File: src/rmv_pkg.sv
`default_nettype none
package rmv_pkg;

	// field widths fixed by the ports
	localparam int SAMPLE_W = 16;
	localparam int CNT_W    = 32;
	localparam int SUM_W    = 48;
	localparam int SUMSQ_W  = 63;
	localparam int MEAN_W   = 32;
	localparam int VAR_W    = 48;

	// parameter defaults
	localparam int SAMPLE_WIDTH_DEF = 16;
	localparam int COUNT_WIDTH_DEF  = 32;
	localparam int FRAC_BITS_DEF    = 16;

	// queue between front and back
	localparam int FIFO_DEPTH = 2;

	// back end datapath
	localparam int ACC_W      = 112;
	localparam int DIV_W      = 64;
	localparam int CHUNK_W    = 16;
	localparam int MUL_A_W    = 48;
	localparam int MUL_PROD_W = MUL_A_W + CHUNK_W;
	localparam int STEP_W     = 4;
	localparam int MUL_LAST   = 8;
	localparam int DIV_ITER_W = 6;
	localparam int VAR_ITERS  = 48;
	localparam int MEAN_ITERS = 32;

	typedef struct packed {
		logic                       accepted;
		logic [CNT_W-1:0]           cnt;
		logic signed [SUM_W-1:0]    sum;
		logic [SUMSQ_W-1:0]         sumsq;
		logic                       ovf;
	} rmv_entry_t;

	typedef struct packed {
		logic                  start;
		logic [DIV_ITER_W-1:0] iters;
	} div_ctl_t;

	typedef enum logic [2:0] {
		S_IDLE,
		S_MUL,
		S_VSTART,
		S_VDIV,
		S_MSTART,
		S_MDIV,
		S_DONE
	} back_state_t;

endpackage
`default_nettype wire

File: src/rmv_fifo.sv
`default_nettype none
module rmv_fifo (
	input  wire logic                 clk,
	input  wire logic                 arst_n,
	input  wire logic                 push,
	input  wire rmv_pkg::rmv_entry_t  push_data,
	output logic                      full,
	input  wire logic                 pop,
	output rmv_pkg::rmv_entry_t       pop_data,
	output logic                      empty
);

	localparam int PTR_W = (rmv_pkg::FIFO_DEPTH > 1) ? $clog2(rmv_pkg::FIFO_DEPTH) : 1;
	localparam int LVL_W = $clog2(rmv_pkg::FIFO_DEPTH + 1);

	rmv_pkg::rmv_entry_t mem_q [rmv_pkg::FIFO_DEPTH];
	logic [PTR_W-1:0]    wptr_q;
	logic [PTR_W-1:0]    rptr_q;
	logic [LVL_W-1:0]    level_q;

	assign full     = (level_q == LVL_W'(rmv_pkg::FIFO_DEPTH));
	assign empty    = (level_q == '0);
	assign pop_data = mem_q[rptr_q];

	// storage
	always_ff @(posedge clk) begin
		if (push) begin
			mem_q[wptr_q] <= push_data;
		end
	end

	// pointers and fill level
	always_ff @(posedge clk or negedge arst_n) begin
		if (!arst_n) begin
			wptr_q  <= '0;
			rptr_q  <= '0;
			level_q <= '0;
		end else begin
			if (push) begin
				wptr_q <= (wptr_q == PTR_W'(rmv_pkg::FIFO_DEPTH - 1)) ? '0 : wptr_q + 1'b1;
			end
			if (pop) begin
				rptr_q <= (rptr_q == PTR_W'(rmv_pkg::FIFO_DEPTH - 1)) ? '0 : rptr_q + 1'b1;
			end
			if (push && !pop) begin
				level_q <= level_q + 1'b1;
			end else if (pop && !push) begin
				level_q <= level_q - 1'b1;
			end
		end
	end

endmodule
`default_nettype wire

File: config.mk
export PLATFORM = sky130hd
export DESIGN_NAME = rmv_fifo
export DESIGN_NICKNAME = d
export VERILOG_FILES = /design/src/rmv_pkg.sv /design/src/rmv_fifo.sv
export SDC_FILE = /design/constraint.sdc
export NUM_CORES = 1
export LEC_CHECK = 0
export BUFFER_PORTS_ARGS = -buffer_cell sky130_fd_sc_hd__buf_4
export CORE_ASPECT_RATIO = 1.75
export CORE_UTILIZATION = 50
export DETAILED_ROUTE_END_ITERATION = 8
export PLACE_DENSITY = 0.88
export SKIP_CTS_REPAIR_TIMING = 1
export SYNTH_ARGS = -nofsm -noshare
export SYNTH_HDL_FRONTEND = slang
export SYNTH_SLANG_ARGS = --single-unit
File: constraint.sdc
create_clock -name clk -period 16.1 [get_ports clk]
set_input_delay 4.83 -clock clk [delete_from_list [all_inputs] [get_ports clk]]
set_output_delay 4.83 -clock clk [all_outputs]
set_load 0.05 [all_outputs]
==> flow_summary.toml <==
[run_status]
status = "complete, no violations"

[clock_network]
clkTransAtPathRegs_ps = 60
cts_buffers = 25
cts_root_buf = "clkbuf_16"
cts.sinks = 294
clock_path_buffers = 3
htreeDepth = 1
tritoncts = "yes"
clk-insertion-delay-late_ps = 510

[worst_setup_path]
critPathMaxStageDelay_ps = 1120
critPathTopFamily = "flip-flops"
crit_arrival_ps = 3170
critPathCaptureType = "output port"
slowest_stage = "dfrtp_4"
crit_path_cell_trace = "buf_4 > mux2_2 > buf_4"
required_ps = 11270
crit_type = "flop to output port"
startpoint_type = "flop"
critPathBufInv = 2
crit_fanout = 79
crit_top_cell = "buf_4"

[timing]
whs_ps = 482
worst_slack_ps = 8100
post-route-period-util_pct = 49.7
worstMarginPinSlew_ps = 1110
fmax_ghz = 0.125
slew_headroom_pct = 26.1
fin_skew_ps = 6.33
rsz0062_at_grt = "false"
slew_violations = 0
tns_ps = 0
setup_violations = 0
hold_viol_final = 0
period_minus_slack_ps = 8000

[drt]
vias_per_cell = 5.24
wirelength_mm = 21.2
drc = 0
dr.pass1.iters = 4
route.vias.total = 5477
drtIter0Drc = 256
drtAntennaViolNets = 0
routedWlPerCell_um = 20.2

[job]
max_cap_viol_count = 0

[global_routing]
grt_pass1_vias = 5884
track_usage_pct = 18.6
grt_overflow_total = 0
grt_pass1_wl_mm = 30.6
grt_max_degree = 83
antenna_found_initial = 4

[synth]
ys_seq_elements = 294
async_flop_share_pct = 1.36
avgSynthCellArea_um2 = 23.0
syn-num-nets = 617
yosysTopAreaCellShare_pct = 81.1
synth_ff_type = "edfxtp_1"
synthTopCellsByCount = "edfxtp_1, mux2_2, clkbuf_8, buf_6"
synth_area_leader_cell = "edfxtp_1"
synth_edf_count = 290
yosysWarningCount = 0
synth_area_um2 = 10700
yosysMostFrequentCell = "edfxtp_1"
yosysSeqAreaShare_pct = 82.1
synth_top_cells_by_area = "edfxtp_1, mux2_2, clkbuf_8, dfrtp_1, buf_6"
yosys.cell_types.count = 12
synth_cells = 467

[placed_design]
dp_hpwl_mm = 14.0
io_buffers = 295
dpl-instance-area_um2 = 13100
place_ws_ps = 8580
gp_congestion = 0.776

[floorplanning]
die_w_um = 113
initial_core_util_pct = 51.3
ioPinCount = 296
core_area_um2 = 20900
dieArea_um2 = 22100
die_height_um = 196
placementRows = 70

[pwr]
ir_drop_uv = 122
leakagePower_nw = 5.22
power.total_mw = 2.88
p_per_area_nw_per_um2 = 207

[final_layout]
area_growth_pct = 29.7
drive_above_1_share_pct = 61.0
layout.nets = 927
antenna_cells = 0
final_area_um2 = 13900

[hold_path]
hold_path_class = "flop to flop"
## metal layers
metal | track usage (%) | up-vias | share of wire (%)
li1 | - | 2473 | -
met1 | 17.2 | 2708 | 31
met2 | 35.7 | 221 | 56
met3 | 5.22 | 67 | 7.2
met4 | 10.2 | 8 | 5.1
met5 | 0 | - | 0.25
## cell families after synthesis
kind of cell / after synthesis / synth area share [%]
adders and majority gates: 1 / 0.117
xor gates and xnor gates: 5 / 0.408
muxes: 145 / 15.2
buffers and inverters: 17 / 1.95
DFF: 294 / 82.1
and+or+nand+nor: 5 / 0.245
## power breakdown
group	total, mW	internal, mW	switching [mW]	leakage (nW)
clock network	0.599	0.348	0.251	0.395
registers	1.09	1.02	0.0722	2.77
logic	1.20	0.392	0.804	2.06
## area by class of cell
type	count	area [um^2]
fillers	1381	7010
well taps	252	315
repair buffers	299	2240
clock inverters	17	186
multi-input cells	156	1730
inverters	1	3.75
flip-flops and latches	294	8810
clock buffers	27	633
## cell usage in the layout, fill, tap and decap left out
master      netlist  routed
nor2b_4           0       1
bufinv_16         0       4
clkinvlp_4        0       3
xor2_1            4       4
xnor2_1           1       1
clkbuf_1          0       2
ha_1              1       1
nor2_1            2       2
dfrtp_4           0       1
clkinv_2          0       5
dfrtp_1           4       3
nor2b_1           2       1
buf_4             0     299
clkinv_1          0       5
clkbuf_16         0      25
mux2_2          145     145
edfxtp_1        290     290
and2_4            0       1
inv_1             1       1
## registers in the layout, indices dropped and copies added (netlist names)
name	cells
mem_q	290
level_q	2
rptr_q	1
wptr_q	1
## stage by stage
step                      cells  util, %
after CTS                  1046     66.5
after global routing       1046     66.5
after detailed placement   1002     62.6
final                      1046     66.5
after floorplan             467        -
after global placement     1002     62.6
## worst paths after layout
path / start / to / slack (ps) / cells after the start
worst max-delay path: rptr_q / pop_data[68] / 8100 / 3
worst min-delay path: level_q[1] / level_q[1] / 480 / 1
worst max register to register: wptr_q / mem_q[1][16] / 13510 / 2
worst min register to register: level_q[1] / level_q[1] / 480 / 1
max in group asynchronous: arst_n / rptr_q / 11880 / 1
min in group asynchronous: arst_n / rptr_q / 4100 / 1
(Power assumes the default switching activity.)
