===== src/rmv_pkg.sv =====
`default_nettype none
package rmv_pkg;

	// field widths fixed by the ports
	localparam int SAMPLE_W = 16;
	localparam int CNT_W    = 32;
	localparam int SUM_W    = 48;
	localparam int SUMSQ_W  = 63;
	localparam int MEAN_W   = 32;
	localparam int VAR_W    = 48;

	// parameter defaults
	localparam int SAMPLE_WIDTH_DEF = 16;
	localparam int COUNT_WIDTH_DEF  = 32;
	localparam int FRAC_BITS_DEF    = 16;

	// queue between front and back
	localparam int FIFO_DEPTH = 2;

	// back end datapath
	localparam int ACC_W      = 112;
	localparam int DIV_W      = 64;
	localparam int CHUNK_W    = 16;
	localparam int MUL_A_W    = 48;
	localparam int MUL_PROD_W = MUL_A_W + CHUNK_W;
	localparam int STEP_W     = 4;
	localparam int MUL_LAST   = 8;
	localparam int DIV_ITER_W = 6;
	localparam int VAR_ITERS  = 48;
	localparam int MEAN_ITERS = 32;

	typedef struct packed {
		logic                       accepted;
		logic [CNT_W-1:0]           cnt;
		logic signed [SUM_W-1:0]    sum;
		logic [SUMSQ_W-1:0]         sumsq;
		logic                       ovf;
	} rmv_entry_t;

	typedef struct packed {
		logic                  start;
		logic [DIV_ITER_W-1:0] iters;
	} div_ctl_t;

	typedef enum logic [2:0] {
		S_IDLE,
		S_MUL,
		S_VSTART,
		S_VDIV,
		S_MSTART,
		S_MDIV,
		S_DONE
	} back_state_t;

endpackage
`default_nettype wire


===== src/rmv_front.sv =====
`default_nettype none
module rmv_front #(
	parameter int SAMPLE_WIDTH = rmv_pkg::SAMPLE_WIDTH_DEF,
	parameter int COUNT_WIDTH  = rmv_pkg::COUNT_WIDTH_DEF
) (
	input  wire logic                         clk,
	input  wire logic                         arst_n,
	input  wire logic                         in_valid,
	output logic                              in_ready,
	input  wire logic [rmv_pkg::SAMPLE_W-1:0] sample,
	input  wire logic                         fifo_full,
	output logic                              push,
	output rmv_pkg::rmv_entry_t               push_data
);

	logic [COUNT_WIDTH-1:0]              count_q;
	logic signed [rmv_pkg::SUM_W-1:0]    sum_q;
	logic [rmv_pkg::SUMSQ_W-1:0]         sumsq_q;
	logic                                ovf_q;

	logic [SAMPLE_WIDTH-1:0]             raw;
	logic signed [SAMPLE_WIDTH-1:0]      d;
	logic [SAMPLE_WIDTH-1:0]             mag;
	logic [2*SAMPLE_WIDTH-1:0]           sq;
	logic [rmv_pkg::DIV_W-1:0]           room;
	logic                                ok;
	logic                                fire;
	logic [COUNT_WIDTH-1:0]              count_nx;
	logic signed [rmv_pkg::SUM_W-1:0]    sum_nx;
	logic [rmv_pkg::SUMSQ_W-1:0]         sumsq_nx;
	logic                                ovf_nx;

	// sample magnitude and square
	always_comb begin
		raw = sample[SAMPLE_WIDTH-1:0];
		d   = signed'(raw);
		mag = raw[SAMPLE_WIDTH-1] ? (~raw + 1'b1) : raw;
		sq  = mag * mag;
	end

	// classify: full count or full sum of squares rejects the sample
	always_comb begin
		room     = {1'b0, {rmv_pkg::SUMSQ_W{1'b1}}} - rmv_pkg::DIV_W'(sq);
		ok       = !(&count_q) && ({1'b0, sumsq_q} < room);
		count_nx = ok ? count_q + 1'b1 : count_q;
		sum_nx   = ok ? sum_q + rmv_pkg::SUM_W'(d) : sum_q;
		sumsq_nx = ok ? sumsq_q + rmv_pkg::SUMSQ_W'(sq) : sumsq_q;
		ovf_nx   = ovf_q | !ok;
	end

	assign in_ready = !fifo_full;
	assign fire     = in_valid && in_ready;
	assign push     = fire;

	always_comb begin
		push_data.accepted = ok;
		push_data.cnt      = rmv_pkg::CNT_W'(count_nx);
		push_data.sum      = sum_nx;
		push_data.sumsq    = sumsq_nx;
		push_data.ovf      = ovf_nx;
	end

	// accumulator state
	always_ff @(posedge clk or negedge arst_n) begin
		if (!arst_n) begin
			count_q <= '0;
			sum_q   <= '0;
			sumsq_q <= '0;
			ovf_q   <= 1'b0;
		end else if (fire) begin
			count_q <= count_nx;
			sum_q   <= sum_nx;
			sumsq_q <= sumsq_nx;
			ovf_q   <= ovf_nx;
		end
	end

endmodule
`default_nettype wire


===== config.mk =====
export PLATFORM = sky130hd
export DESIGN_NAME = rmv_front
export DESIGN_NICKNAME = d
export VERILOG_FILES = /design/src/rmv_pkg.sv /design/src/rmv_front.sv
export SDC_FILE = /design/constraint.sdc
export NUM_CORES = 1
export LEC_CHECK = 0
export BUFFER_PORTS_ARGS = -buffer_cell sky130_fd_sc_hd__buf_2
export CORE_MARGIN = 2
export CORE_UTILIZATION = 61
export DETAILED_ROUTE_END_ITERATION = 7
export PLACE_DENSITY = 0.82
export SYNTH_ARGS = -nofsm -noshare
export SYNTH_HDL_FRONTEND = slang
export SYNTH_SLANG_ARGS = --single-unit

===== constraint.sdc =====
create_clock -name clk -period 50 [get_ports clk]
set_clock_uncertainty 0.1 [all_clocks]
set_input_delay 12.5 -clock clk [delete_from_list [all_inputs] [get_ports clk]]
set_output_delay 12.5 -clock clk [all_outputs]
set_load 0.03 [all_outputs]

==> flow_metrics.tcl <==
set metrics [dict create \
    core.rowCount 65 \
    finalCritPeriodShare_pct 75.4 \
    overflow 0 \
    drc 0 \
    seq_area_frac_synth_pct 18.6 \
    start_kind "input pin" \
    drtAntennaViolNets 0 \
    avgViaCountPerCell 5.88 \
    grt_pass1_wl_um 87000 \
    outcome "finished clean" \
    min-delay-path-class "flop to flop" \
    tns_ps 0 \
    grt_max_degree 98 \
    vias 17013 \
    cap_violations 0 \
    cp_data_required_time_ps 37400 \
    die-area_mm2 0.0333 \
    syn_area_mm2 0.0194 \
    hold_viol_final 0 \
    clk_latency_ps 440 \
    die_h_um 182 \
    dr.pass1.iters 6 \
    grt_setup_unrepaired "false" \
    dp_cells 2863 \
    hold_buffers 0 \
    cts_made_buffers 17 \
    antenna_found_initial 0 \
    cts_sinks 144 \
    cts-root-buf "clkbuf_16" \
    final_common_cell "nand2_1" \
    syn_avg_cell_area_um2 8.26 \
    synth-seq-cells 144 \
    crit_slowest_cell "xor2_1" \
    cp.arrival_ps 25090 \
    finalCriticalPeriod_ps 37690 \
    slew_headroom_pct 29.0 \
    setup_ws_ps 12310 \
    nNetsFinal 2847 \
    htree_num_levels 4 \
    synth_edf_count 0 \
    cts_setup_buffers 0 \
    ios 167 \
    fillCellCount 2636 \
    drive_gt1_share_pct 11.3 \
    antenna-diode-count 0 \
    grt_pass1_vias 17076 \
    slew_viol_final 0 \
    ys_warn_count 0 \
    port_buffers 166 \
    cts_resized 0 \
    synth-async-reset-ratio_pct 100 \
    fp.dieW_um 182 \
    drt_wl_total_um 52400 \
    coreArea_mm2 0.0315 \
    final_cells 2895 \
    dp_hpwl_um 41200 \
    wl_per_cell_um 18.1 \
    slowest_delay_ps 870 \
    worstPathMaxFanout 67 \
    path_common_cell "fa_1" \
    dp_slack_ps 12510 \
    ys.flop_type "dfrtp_1" \
    final_cell_mix "nand2_1, inv_1, ha_1" \
    track_usage_pct 32.5 \
    final-setup-viol-count 0 \
    critPathKind "input pin to output port" \
    cp-end-kind "output port" \
    area_growth_pct 9.23 \
    gp_congestion 0.985 \
    worst_pin_slew_ps 1060 \
    clk_pin_slew_ps 60 \
    clockBufferDepth 2 \
    max_freq_mhz 26.5 \
    netlist_instances 2351 \
    cts_tree "done" \
    yosysUniqueCellTypes 78 \
    first_iter_violations 1252 \
    start_util_pct 61.7 \
]
## cells in the mapped netlist (8+ instances only)
cell | count | area [um^2]
a211oi_1 | 10 | 75.1
a21o_1 | 74 | 556
a21oi_1 | 105 | 526
a31oi_1 | 11 | 68.8
and3_1 | 30 | 188
buf_2 | 13 | 65.1
clkbuf_1 | 59 | 221
dfrtp_1 | 144 | 3600
fa_1 | 164 | 3280
ha_1 | 183 | 2290
inv_1 | 266 | 998
mux2_2 | 34 | 383
nand2_1 | 388 | 1460
nand3_1 | 49 | 245
nand4_1 | 40 | 250
nor2_1 | 144 | 541
nor2b_1 | 15 | 93.8
nor3_1 | 48 | 240
nor4_1 | 12 | 75.1
o21a_1 | 12 | 90.1
o21ai_0 | 139 | 696
o21bai_1 | 23 | 173
o31ai_1 | 12 | 90.1
or2_2 | 8 | 50.1
or3_1 | 8 | 50.1
xnor2_1 | 158 | 1380
xor2_1 | 84 | 736
## per-stage QoR
step / hold WS (ps) / util (%) / instance area (um^2)
after CTS: 356 / 67.4 / 21200
after detailed placement: 340 / 65.4 / 20600
after floorplan: 319 / - / 19400
after global placement: 335 / 65.4 / 20600
final: 350 / 67.4 / 21200
after global routing: 372 / 67.4 / 21200
## per-layer routing
layer | vias to the layer above | GRT usage (%) | wire [um]
met5 | - | 0 | 0
met4 | 0 | 10.9 | 1470
met3 | 103 | 5.79 | 3960
met2 | 598 | 53.9 | 24700
met1 | 8229 | 43.2 | 22300
li1 | 8083 | - | -
## flip-flops by register name, indices dropped and copies added, names as in the netlist
| name | count |
|---|---|
| sumsq_q | 63 |
| sum_q | 48 |
| count_q | 32 |
| ovf_q | 1 |
## critical path, delay by kind of cell
family,cells,cell delay [ps]
buffers and inverters,6,1460
adder cells (fa/ha/maj),9,4190
AO/OA/AOI/OAI,8,2500
AND/OR/NAND/NOR,12,3330
XOR/XNOR,2,1040
## cell families (layout without fill, tap and decap cells)
group	count (synthesis)	in the layout	synth area share, %
simple gates	784	784	18.2
compound gates	445	445	14.5
buf+inv	351	484	6.91
fa+ha+maj	347	347	28.7
xor+xnor	244	244	11.1
flops	144	144	18.6
mux	34	34	1.97
other cells	2	11	0.0387
## layout make-up
class | instances | area (um^2) | area share [%]
clock buffers | 19 | 443 | 2.09
clock inverters | 13 | 164 | 0.773
inverters | 271 | 1020 | 4.80
multi-input cells | 1865 | 14500 | 68.5
flip-flops and latches | 144 | 3600 | 17.0
well taps | 402 | 503 | 2.37
repair buffers | 181 | 950 | 4.48
## path summary, 6_finish.rpt
kind                             start        endpoint  slack (ps)  depth (start not counted)
setup / recovery             sample[0]  push_data[132]       12310                         37
hold / removal                   ovf_q           ovf_q         350                          1
setup reg to reg           sumsq_q[13]       sum_q[23]       45270                         13
hold reg to reg                  ovf_q           ovf_q         350                          1
max in group asynchronous       arst_n     sumsq_q[31]       36420                          2
min in group asynchronous       arst_n       sum_q[32]       12040                          1
Power is left out: the tool's default activity adds up to more than one toggle a clock period on the data nets, which glitch-free logic cannot reach.
