--- config.mk ---
export PLATFORM = sky130hd
export DESIGN_NAME = rmv_back
export DESIGN_NICKNAME = d
export VERILOG_FILES = /design/src/rmv_pkg.sv /design/src/rmv_div.sv /design/src/rmv_back.sv
export SDC_FILE = /design/constraint.sdc
export NUM_CORES = 2
export LEC_CHECK = 0
export ABC_AREA = 1
export BUFFER_PORTS_ARGS = -buffer_cell sky130_fd_sc_hd__buf_2
export CAP_MARGIN = 20
export CORE_MARGIN = 5
export CORE_UTILIZATION = 35
export DETAILED_ROUTE_END_ITERATION = 6
export GPL_ROUTABILITY_DRIVEN = 0
export GPL_TIMING_DRIVEN = 0
export MAX_ROUTING_LAYER = met4
export PLACE_DENSITY = 0.6
export SLEW_MARGIN = 0
export SYNTH_ARGS = -nofsm -noshare
export SYNTH_HDL_FRONTEND = slang
export SYNTH_SLANG_ARGS = --single-unit
--- constraint.sdc ---
create_clock -name clk -period 14.3 [get_ports clk]
set_input_delay 2.86 -clock clk [delete_from_list [all_inputs] [get_ports clk]]
set_output_delay 2.86 -clock clk [all_outputs]
set_load 0.01 [all_outputs]
--- src/rmv_pkg.sv ---
`default_nettype none
package rmv_pkg;

	// field widths fixed by the ports
	localparam int SAMPLE_W = 16;
	localparam int CNT_W    = 32;
	localparam int SUM_W    = 48;
	localparam int SUMSQ_W  = 63;
	localparam int MEAN_W   = 32;
	localparam int VAR_W    = 48;

	// parameter defaults
	localparam int SAMPLE_WIDTH_DEF = 16;
	localparam int COUNT_WIDTH_DEF  = 32;
	localparam int FRAC_BITS_DEF    = 16;

	// queue between front and back
	localparam int FIFO_DEPTH = 2;

	// back end datapath
	localparam int ACC_W      = 112;
	localparam int DIV_W      = 64;
	localparam int CHUNK_W    = 16;
	localparam int MUL_A_W    = 48;
	localparam int MUL_PROD_W = MUL_A_W + CHUNK_W;
	localparam int STEP_W     = 4;
	localparam int MUL_LAST   = 8;
	localparam int DIV_ITER_W = 6;
	localparam int VAR_ITERS  = 48;
	localparam int MEAN_ITERS = 32;

	typedef struct packed {
		logic                       accepted;
		logic [CNT_W-1:0]           cnt;
		logic signed [SUM_W-1:0]    sum;
		logic [SUMSQ_W-1:0]         sumsq;
		logic                       ovf;
	} rmv_entry_t;

	typedef struct packed {
		logic                  start;
		logic [DIV_ITER_W-1:0] iters;
	} div_ctl_t;

	typedef enum logic [2:0] {
		S_IDLE,
		S_MUL,
		S_VSTART,
		S_VDIV,
		S_MSTART,
		S_MDIV,
		S_DONE
	} back_state_t;

endpackage
`default_nettype wire

--- src/rmv_div.sv ---
`default_nettype none
module rmv_div (
	input  wire logic                          clk,
	input  wire logic                          arst_n,
	input  wire rmv_pkg::div_ctl_t             ctl,
	input  wire logic [rmv_pkg::DIV_W-1:0]     rem_init,
	input  wire logic [rmv_pkg::DIV_W-1:0]     num_lo,
	input  wire logic [rmv_pkg::DIV_W-1:0]     divisor,
	output logic                               done,
	output logic [rmv_pkg::VAR_W-1:0]          quot
);

	logic [rmv_pkg::DIV_W-1:0]      rem_q;
	logic [rmv_pkg::DIV_W-1:0]      lo_q;
	logic [rmv_pkg::DIV_W-1:0]      d_q;
	logic [rmv_pkg::VAR_W-1:0]      quot_q;
	logic [rmv_pkg::DIV_ITER_W-1:0] cnt_q;
	logic                           busy_q;
	logic                           done_q;

	logic [rmv_pkg::DIV_W:0]        rem2;
	logic [rmv_pkg::DIV_W:0]        diff;
	logic                           ge;
	logic [rmv_pkg::DIV_W-1:0]      rem_nx;

	// one restoring step: shift in the next numerator bit, trial subtract
	always_comb begin
		rem2   = {rem_q, lo_q[rmv_pkg::DIV_W-1]};
		diff   = rem2 - {1'b0, d_q};
		ge     = (rem2 >= {1'b0, d_q});
		rem_nx = ge ? diff[rmv_pkg::DIV_W-1:0] : rem2[rmv_pkg::DIV_W-1:0];
	end

	// iteration control
	always_ff @(posedge clk or negedge arst_n) begin
		if (!arst_n) begin
			cnt_q  <= '0;
			busy_q <= 1'b0;
			done_q <= 1'b0;
		end else if (ctl.start) begin
			cnt_q  <= ctl.iters;
			busy_q <= 1'b1;
			done_q <= 1'b0;
		end else if (busy_q) begin
			cnt_q <= cnt_q - 1'b1;
			if (cnt_q == rmv_pkg::DIV_ITER_W'(1)) begin
				busy_q <= 1'b0;
				done_q <= 1'b1;
			end
		end else begin
			done_q <= 1'b0;
		end
	end

	// datapath
	always_ff @(posedge clk) begin
		if (ctl.start) begin
			rem_q  <= rem_init;
			lo_q   <= num_lo;
			d_q    <= divisor;
			quot_q <= '0;
		end else if (busy_q) begin
			rem_q  <= rem_nx;
			lo_q   <= {lo_q[rmv_pkg::DIV_W-2:0], 1'b0};
			quot_q <= {quot_q[rmv_pkg::VAR_W-2:0], ge};
		end
	end

	assign done = done_q;
	assign quot = quot_q;

endmodule
`default_nettype wire

--- src/rmv_back.sv ---
`default_nettype none
module rmv_back #(
	parameter int FRAC_BITS = rmv_pkg::FRAC_BITS_DEF
) (
	input  wire logic                         clk,
	input  wire logic                         arst_n,
	input  wire logic                         fifo_empty,
	output logic                              fifo_pop,
	input  wire rmv_pkg::rmv_entry_t          pop_data,
	output logic                              out_valid,
	input  wire logic                         out_ready,
	output logic                              accepted,
	output logic [rmv_pkg::CNT_W-1:0]         sample_count,
	output logic signed [rmv_pkg::SUM_W-1:0]  running_sum,
	output logic signed [rmv_pkg::MEAN_W-1:0] mean_q16,
	output logic [rmv_pkg::VAR_W-1:0]         variance_q16,
	output logic                              variance_valid,
	output logic                              overflow_seen
);

	localparam int DW = rmv_pkg::DIV_W;

	rmv_pkg::back_state_t        state_q, state_nx;
	rmv_pkg::rmv_entry_t         ent_q;
	logic [rmv_pkg::STEP_W-1:0]  step_q;
	logic [rmv_pkg::ACC_W-1:0]   acc_q;
	logic [DW-1:0]               dv_q;
	logic [rmv_pkg::VAR_W-1:0]   var_q;
	logic [rmv_pkg::MEAN_W-1:0]  mean_q;

	logic                        out_valid_q;
	logic                        acc_out_q;
	logic [rmv_pkg::CNT_W-1:0]   cnt_out_q;
	logic signed [rmv_pkg::SUM_W-1:0] sum_out_q;
	logic [rmv_pkg::MEAN_W-1:0]  mean_out_q;
	logic [rmv_pkg::VAR_W-1:0]   var_out_q;
	logic                        vval_out_q;
	logic                        ovf_out_q;

	logic                        neg;
	logic [rmv_pkg::SUM_W-1:0]   smag;
	logic [rmv_pkg::CNT_W-1:0]   nm1;
	logic                        ph_a, ph_b;
	logic [1:0]                  ch;
	logic [rmv_pkg::MUL_A_W-1:0] mul_a;
	logic [DW-1:0]               b_src;
	logic [rmv_pkg::CHUNK_W-1:0] mul_b;
	logic [rmv_pkg::MUL_PROD_W-1:0] prod;
	logic [rmv_pkg::ACC_W-1:0]   prod_sh;
	logic [rmv_pkg::ACC_W-1:0]   num_v;
	logic [DW-1:0]               num_hi;
	logic [DW-1:0]               num_m;
	logic                        n_ge1, n_ge2, sat;
	logic                        out_free;
	logic                        load_out;
	rmv_pkg::div_ctl_t           div_ctl;
	logic [DW-1:0]               div_rem;
	logic [DW-1:0]               div_lo;
	logic [DW-1:0]               div_d;
	logic                        div_done;
	logic [rmv_pkg::VAR_W-1:0]   div_quot;

	// operands taken from the current transaction
	always_comb begin
		neg   = ent_q.sum[rmv_pkg::SUM_W-1];
		smag  = neg ? rmv_pkg::SUM_W'(-ent_q.sum) : rmv_pkg::SUM_W'(ent_q.sum);
		nm1   = ent_q.cnt - 1'b1;
		n_ge1 = (ent_q.cnt != '0);
		n_ge2 = (ent_q.cnt >= rmv_pkg::CNT_W'(2));
	end

	// shared 48x16 multiplier: n*sumsq, then sum^2, then n*(n-1), one chunk a cycle
	always_comb begin
		ph_a = (step_q < rmv_pkg::STEP_W'(4));
		ph_b = !ph_a && (step_q < rmv_pkg::STEP_W'(7));
		if (ph_a) begin
			ch = step_q[1:0];
		end else if (ph_b) begin
			ch = 2'(step_q - rmv_pkg::STEP_W'(4));
		end else begin
			ch = 2'(step_q - rmv_pkg::STEP_W'(7));
		end
		mul_a   = ph_b ? smag : rmv_pkg::MUL_A_W'(ent_q.cnt);
		b_src   = ph_a ? {1'b0, ent_q.sumsq} :
		          ph_b ? DW'(smag) : DW'(nm1);
		mul_b   = b_src[{ch, 4'b0000} +: rmv_pkg::CHUNK_W];
		prod    = mul_a * mul_b;
		prod_sh = rmv_pkg::ACC_W'(prod) << {ch, 4'b0000};
	end

	// divider operands
	always_comb begin
		num_v  = acc_q << FRAC_BITS;
		num_hi = num_v[rmv_pkg::ACC_W-1 -: DW];
		sat    = (num_hi >= dv_q);
		num_m  = DW'(smag) << FRAC_BITS;
		if (state_q == rmv_pkg::S_VSTART) begin
			div_rem = num_hi;
			div_lo  = {num_v[rmv_pkg::VAR_W-1:0], {(DW - rmv_pkg::VAR_W){1'b0}}};
			div_d   = dv_q;
		end else begin
			div_rem = {{(DW - rmv_pkg::MEAN_ITERS){1'b0}}, num_m[DW-1 -: rmv_pkg::MEAN_ITERS]};
			div_lo  = {num_m[rmv_pkg::MEAN_ITERS-1:0], {(DW - rmv_pkg::MEAN_ITERS){1'b0}}};
			div_d   = DW'(ent_q.cnt);
		end
	end

	assign out_free = !out_valid_q || out_ready;

	// next state
	always_comb begin
		state_nx = state_q;
		case (state_q)
			rmv_pkg::S_IDLE:   if (!fifo_empty) state_nx = rmv_pkg::S_MUL;
			rmv_pkg::S_MUL:    if (step_q == rmv_pkg::STEP_W'(rmv_pkg::MUL_LAST))
			                   	state_nx = rmv_pkg::S_VSTART;
			rmv_pkg::S_VSTART: state_nx = (n_ge2 && !sat) ? rmv_pkg::S_VDIV : rmv_pkg::S_MSTART;
			rmv_pkg::S_VDIV:   if (div_done) state_nx = rmv_pkg::S_MSTART;
			rmv_pkg::S_MSTART: state_nx = n_ge1 ? rmv_pkg::S_MDIV : rmv_pkg::S_DONE;
			rmv_pkg::S_MDIV:   if (div_done) state_nx = rmv_pkg::S_DONE;
			rmv_pkg::S_DONE:   if (out_free) state_nx = rmv_pkg::S_IDLE;
			default:           state_nx = rmv_pkg::S_IDLE;
		endcase
	end

	// state outputs
	always_comb begin
		fifo_pop      = 1'b0;
		div_ctl.start = 1'b0;
		div_ctl.iters = rmv_pkg::DIV_ITER_W'(rmv_pkg::MEAN_ITERS);
		load_out      = 1'b0;
		case (state_q)
			rmv_pkg::S_IDLE:   fifo_pop = !fifo_empty;
			rmv_pkg::S_VSTART: begin
				div_ctl.start = n_ge2 && !sat;
				div_ctl.iters = rmv_pkg::DIV_ITER_W'(rmv_pkg::VAR_ITERS);
			end
			rmv_pkg::S_MSTART: div_ctl.start = n_ge1;
			rmv_pkg::S_DONE:   load_out = out_free;
			default:           fifo_pop = 1'b0;
		endcase
	end

	rmv_div u_div (
		.clk      (clk),
		.arst_n   (arst_n),
		.ctl      (div_ctl),
		.rem_init (div_rem),
		.num_lo   (div_lo),
		.divisor  (div_d),
		.done     (div_done),
		.quot     (div_quot)
	);

	// control registers
	always_ff @(posedge clk or negedge arst_n) begin
		if (!arst_n) begin
			state_q     <= rmv_pkg::S_IDLE;
			step_q      <= '0;
			out_valid_q <= 1'b0;
		end else begin
			state_q <= state_nx;
			if (fifo_pop) begin
				step_q <= '0;
			end else if (state_q == rmv_pkg::S_MUL) begin
				step_q <= step_q + 1'b1;
			end
			if (load_out) begin
				out_valid_q <= 1'b1;
			end else if (out_ready) begin
				out_valid_q <= 1'b0;
			end
		end
	end

	// work registers
	always_ff @(posedge clk) begin
		if (fifo_pop) begin
			ent_q <= pop_data;
			acc_q <= '0;
			dv_q  <= '0;
		end else if (state_q == rmv_pkg::S_MUL) begin
			if (ph_a) begin
				acc_q <= acc_q + prod_sh;
			end else if (ph_b) begin
				acc_q <= acc_q - prod_sh;
			end else begin
				dv_q <= dv_q + prod_sh[DW-1:0];
			end
		end
		if (state_q == rmv_pkg::S_VSTART) begin
			var_q <= !n_ge2 ? '0 : {rmv_pkg::VAR_W{1'b1}};
		end else if (state_q == rmv_pkg::S_VDIV && div_done) begin
			var_q <= div_quot;
		end
		if (state_q == rmv_pkg::S_MSTART) begin
			mean_q <= '0;
		end else if (state_q == rmv_pkg::S_MDIV && div_done) begin
			mean_q <= neg ? -div_quot[rmv_pkg::MEAN_W-1:0] : div_quot[rmv_pkg::MEAN_W-1:0];
		end
	end

	// output register
	always_ff @(posedge clk) begin
		if (load_out) begin
			acc_out_q  <= ent_q.accepted;
			cnt_out_q  <= ent_q.cnt;
			sum_out_q  <= ent_q.sum;
			mean_out_q <= mean_q;
			var_out_q  <= var_q;
			vval_out_q <= n_ge2;
			ovf_out_q  <= ent_q.ovf;
		end
	end

	assign out_valid      = out_valid_q;
	assign accepted       = acc_out_q;
	assign sample_count   = cnt_out_q;
	assign running_sum    = sum_out_q;
	assign mean_q16       = signed'(mean_out_q);
	assign variance_q16   = var_out_q;
	assign variance_valid = vval_out_q;
	assign overflow_seen  = ovf_out_q;

`ifndef NO_ASSERTIONS
	a_pop_idle: assert property (@(posedge clk) disable iff (!arst_n)
		fifo_pop |-> state_q == rmv_pkg::S_IDLE)
		else $error("queue popped outside idle");
	a_done_div: assert property (@(posedge clk) disable iff (!arst_n)
		div_done |-> (state_q == rmv_pkg::S_VDIV || state_q == rmv_pkg::S_MDIV))
		else $error("divider finished with no division pending");
	a_vval_cnt: assert property (@(posedge clk) disable iff (!arst_n)
		(out_valid_q && vval_out_q) |-> cnt_out_q >= rmv_pkg::CNT_W'(2))
		else $error("variance valid below two samples");
	a_var_zero: assert property (@(posedge clk) disable iff (!arst_n)
		(out_valid_q && !vval_out_q) |-> var_out_q == '0)
		else $error("invalid variance not zero");
`endif

endmodule
`default_nettype wire

==> flow_results.xml <==
<?xml version="1.0" encoding="UTF-8"?>
<metrics>
  <group name="status">
    <metric name="outcome" unit="">finished with violations</metric>
    <metric name="failed_checks" unit="">design-rule violations</metric>
  </group>
  <group name="floorplanning">
    <metric name="die_width" unit="µm">484.6</metric>
    <metric name="die-area" unit="mm²">0.2348</metric>
    <metric name="boundaryPins" unit="">314</metric>
    <metric name="starting_density_of_the_core" unit="">0.3512</metric>
    <metric name="dieHeight" unit="µm">484.6</metric>
    <metric name="placementRows" unit="">174</metric>
    <metric name="placeable_area" unit="mm²">0.2245</metric>
  </group>
  <group name="clock_tree">
    <metric name="total_number_of_clock_tree_sinks" unit="">772</metric>
    <metric name="worstSkewPairLatency" unit="ps">740</metric>
    <metric name="cts_buffers" unit="">78</metric>
    <metric name="cts_tree" unit="">yes</metric>
    <metric name="clockRootBuffer" unit="">sky130_fd_sc_hd__clkbuf_16</metric>
    <metric name="cts_hold_buffers" unit="">0</metric>
    <metric name="worst_setup_hold_path_clk_slew" unit="ps">70</metric>
    <metric name="clk_path_buf_depth" unit="">3</metric>
    <metric name="cts_htree_levels" unit="">3</metric>
  </group>
  <group name="sta">
    <metric name="final.setup.worst_slack" unit="ps">246.6</metric>
    <metric name="grt_setup_unrepaired" unit="">yes</metric>
    <metric name="worstMarginPinSlew" unit="ps">1332</metric>
    <metric name="post-route-period-util" unit="">0.9828</metric>
    <metric name="period_minus_slack" unit="ps">14050</metric>
    <metric name="clock_skews" unit="ps">64.64</metric>
    <metric name="hold_viol_final" unit="">0</metric>
    <metric name="final_setup_violating_endpoints" unit="">0</metric>
    <metric name="slew_headroom" unit="">0.1062</metric>
    <metric name="count_of_pins_over_their_slew_limit" unit="">0</metric>
    <metric name="highest_achievable_clock_rate" unit="GHz">0.07116</metric>
  </group>
  <group name="global_routing">
    <metric name="grt_pass1_wl" unit="µm">483300</metric>
    <metric name="grt_use_total" unit="">0.2845</metric>
    <metric name="remaining_global_route_overflow" unit="">0</metric>
    <metric name="pin_count_of_the_biggest_net_entering_global_routing" unit="">59</metric>
    <metric name="grt_antenna_before_repair" unit="">16</metric>
    <metric name="number_of_global_route_vias_before_repair" unit="">72881</metric>
  </group>
  <group name="drt">
    <metric name="wire_per_inst" unit="µm">23.59</metric>
    <metric name="postRouteAntennaNets" unit="">0</metric>
    <metric name="avgViaCountPerCell" unit="">5.402</metric>
    <metric name="routed-via-count" unit="">77041</metric>
    <metric name="drt_drc_violations_left" unit="">74</metric>
    <metric name="drtPass1Iterations" unit="">7</metric>
    <metric name="drt_first_iter_violations" unit="">9832</metric>
    <metric name="aggregate_routed_wire_length" unit="µm">336400</metric>
  </group>
  <group name="logic_synthesis">
    <metric name="post_synth_edffs" unit="">516</metric>
    <metric name="ys_ff_latch" unit="">772</metric>
    <metric name="yosysWarningCount" unit="">0</metric>
    <metric name="post_synth_instance_area" unit="mm²">0.07883</metric>
    <metric name="yosysUniqueCellTypes" unit="">69</metric>
    <metric name="async_flop_share" unit="">0.02073</metric>
    <metric name="synthCells" unit="">10723</metric>
    <metric name="yosysSeqAreaShare" unit="">0.2626</metric>
    <metric name="synth.avg_cell_area" unit="µm²">7.351</metric>
    <metric name="ys_dominant_reg_cell" unit="">sky130_fd_sc_hd__edfxtp_1</metric>
  </group>
  <group name="layout">
    <metric name="flow.area_growth_from_synthesis" unit="%">12.40</metric>
    <metric name="fin_nets" unit="">12416</metric>
    <metric name="final_layout_size_suffix_gt1_frac" unit="">0.08032</metric>
    <metric name="nFillCells" unit="">23710</metric>
  </group>
  <group name="critical_path">
    <metric name="crit_required" unit="ps">14930</metric>
    <metric name="timing.critical_path.slowest_cell_delay" unit="ps">620</metric>
    <metric name="cpMostUsedCell" unit="">sky130_fd_sc_hd__nand2_1</metric>
    <metric name="timing.setup.critical_path_class" unit="">reg2reg</metric>
    <metric name="cp-end-kind" unit="">flop</metric>
    <metric name="worst-path-max-fanout" unit="">10</metric>
    <metric name="worstSetupStartpointType" unit="">flop</metric>
    <metric name="crit_path_top_delay_cell" unit="">sky130_fd_sc_hd__fa_1</metric>
    <metric name="data_arrival_time_of_the_worst_path" unit="ps">14680</metric>
  </group>
  <group name="min_path">
    <metric name="type_of_the_tightest_min_delay_check" unit="">reg2reg</metric>
  </group>
  <group name="placement">
    <metric name="dp_slack" unit="ps">-1549</metric>
    <metric name="port_buffers" unit="">313</metric>
    <metric name="detailed_place_hpwl" unit="µm">283400</metric>
  </group>
  <group name="flow_run">
    <metric name="maxCapViolations" unit="">0</metric>
  </group>
</metrics>
-- sequential cells by signal, summed over array words and instances (netlist names), 48 cells and up --
register      flops
acc_q            96
variance_q16     48
ent_q           145
dv_q             64
u_div.rem_q      64
u_div.quot       48
var_q            48
u_div.d_q        64
running_sum      48
-- logic make-up (layout without fill, tap and decap cells) --
| group | Yosys count | count (layout) | share of synthesized area |
|---|---|---|---|
| AOI/OAI and AO/OA | 1744 | 1744 | 0.1236 |
| xor gates and xnor gates | 355 | 355 | 0.03944 |
| adders and majority gates | 1076 | 1076 | 0.2322 |
| buffers and inverters | 2565 | 3093 | 0.1242 |
| DFF | 772 | 772 | 0.2626 |
| muxes | 1 | 1 | 0.0001270 |
| other | 2 | 21 | 0.00009527 |
| and+or+nand+nor | 4208 | 4208 | 0.2178 |
-- synth_stat cells, drive strengths merged (31+ instances only) --
cell type / count / share of area
nor4: 31 / 0.0025
nand3: 463 / 0.030
o21bai: 32 / 0.0030
ha: 431 / 0.068
fa: 645 / 0.16
o211ai: 44 / 0.0042
o22ai: 52 / 0.0041
edfxtp: 516 / 0.20
inv: 2227 / 0.11
nor3: 107 / 0.0073
o221ai: 34 / 0.0038
o21a: 44 / 0.0042
dfxtp: 240 / 0.061
xnor2: 118 / 0.013
a31oi: 106 / 0.0084
buf: 121 / 0.0077
clkbuf: 209 / 0.010
a21oi: 710 / 0.045
nor2: 1167 / 0.056
xor2: 237 / 0.026
nand4: 87 / 0.0071
o21ai: 613 / 0.039
nand2: 2293 / 0.11
-- per-stage QoR --
step / utilization / instances / TNS, ps / hold slack (ps) / instance area, µm²
after global routing: 0.3947 / 14257 / -96.18 / 411.9 / 88590
after CTS: 0.3899 / 14217 / 0 / 406.8 / 87510
after global placement: 0.3749 / 14032 / -50210 / 401.0 / 84150
after floorplan: - / 10727 / 0 / 400.3 / 78840
after detailed placement: 0.3771 / 14068 / -45540 / 404.5 / 84650
final: 0.3948 / 14262 / 0 / 403.9 / 88610
-- area by class of cell --
class,instances,area [µm²],area share
Antenna cell,15,37.54,0.0004236
Buffer,330,1469,0.01658
Clock buffer,96,2049,0.02313
Clock inverter,48,641.9,0.007244
Inverter,2235,8419,0.09502
Multi-Input combinational cell,7390,49210,0.5554
Sequential cell,772,20700,0.2336
Tap cell,2992,3744,0.04225
Timing Repair Buffer,383,2326,0.02625
Timing Repair inverter,1,5.005,0.00005648
-- critical path: cells and delay by family (launching register included) --
family | cells | cell delay, ps
AND/OR/NAND/NOR | 27 | 4300
adder cells (fa/ha/maj) | 8 | 3890
buffers and inverters | 14 | 2810
AO/OA/AOI/OAI | 8 | 1680
XOR/XNOR | 2 | 740
flip-flops | 1 | 490
-- cell usage in the layout, fill, tap and decap left out, types with 16 or more instances in the layout --
master,netlist,routed
sky130_fd_sc_hd__nand2_1,2277,2251
sky130_fd_sc_hd__inv_1,2201,2194
sky130_fd_sc_hd__nor2_1,1151,1101
sky130_fd_sc_hd__a21oi_1,709,701
sky130_fd_sc_hd__fa_1,645,644
sky130_fd_sc_hd__o21ai_0,570,556
sky130_fd_sc_hd__edfxtp_1,516,516
sky130_fd_sc_hd__nand3_1,458,448
sky130_fd_sc_hd__ha_1,431,402
sky130_fd_sc_hd__buf_2,67,382
sky130_fd_sc_hd__dfxtp_1,240,240
sky130_fd_sc_hd__xor2_1,237,224
sky130_fd_sc_hd__clkbuf_1,209,196
sky130_fd_sc_hd__xnor2_1,118,113
sky130_fd_sc_hd__a31oi_1,106,105
sky130_fd_sc_hd__nor3_1,102,96
sky130_fd_sc_hd__nand4_1,85,85
sky130_fd_sc_hd__clkbuf_16,0,78
sky130_fd_sc_hd__buf_4,9,61
sky130_fd_sc_hd__o22ai_1,52,52
sky130_fd_sc_hd__nor2_2,14,51
sky130_fd_sc_hd__o21ai_1,37,44
sky130_fd_sc_hd__o211ai_1,44,44
sky130_fd_sc_hd__o21a_1,44,44
sky130_fd_sc_hd__o221ai_1,34,34
sky130_fd_sc_hd__o21bai_1,32,32
sky130_fd_sc_hd__nand2_2,13,31
sky130_fd_sc_hd__buf_1,40,31
sky130_fd_sc_hd__inv_2,25,25
sky130_fd_sc_hd__clkbuf_2,0,25
sky130_fd_sc_hd__ha_2,0,25
sky130_fd_sc_hd__nor4_1,30,23
sky130_fd_sc_hd__or2_2,23,23
sky130_fd_sc_hd__o2111ai_1,21,21
sky130_fd_sc_hd__and3_1,16,16
sky130_fd_sc_hd__clkinv_1,7,16
sky130_fd_sc_hd__a221oi_1,16,16
sky130_fd_sc_hd__dfrtp_1,16,16
-- what timing repair did --
action,4_1_cts,5_1_grt
setup buffers,5,23
pin swaps,2,12
endpoints found under the setup margin,62,62
gates resized for setup,47,238
gates cloned,0,1
-- layer usage --
| layer | vias to the layer above | wire [µm] | track usage |
|---|---|---|---|
| met5 | - | 0 | - |
| met4 | 0 | 22750 | 0.1521 |
| li1 | 34846 | - | - |
| met3 | 1015 | 38540 | 0.06351 |
| met1 | 36559 | 128500 | 0.3520 |
| met2 | 4621 | 146600 | 0.4338 |
-- worst paths after layout --
check | startpoint | to | slack [ps] | depth (start not counted)
min | var_q[0] | variance_q16[0] | 400 | 0
min reg2reg | var_q[0] | variance_q16[0] | 400 | 0
min in group asynchronous | arst_n | u_div.done | 2150 | 1
max in group asynchronous | arst_n | step_q[1] | 11700 | 1
max | ent_q[111] | acc_q[94] | 250 | 59
max reg2reg | ent_q[111] | acc_q[94] | 250 | 59
Power is not shown: default switching activity piles up to over one toggle a cycle in this logic, so the estimate is an artifact.
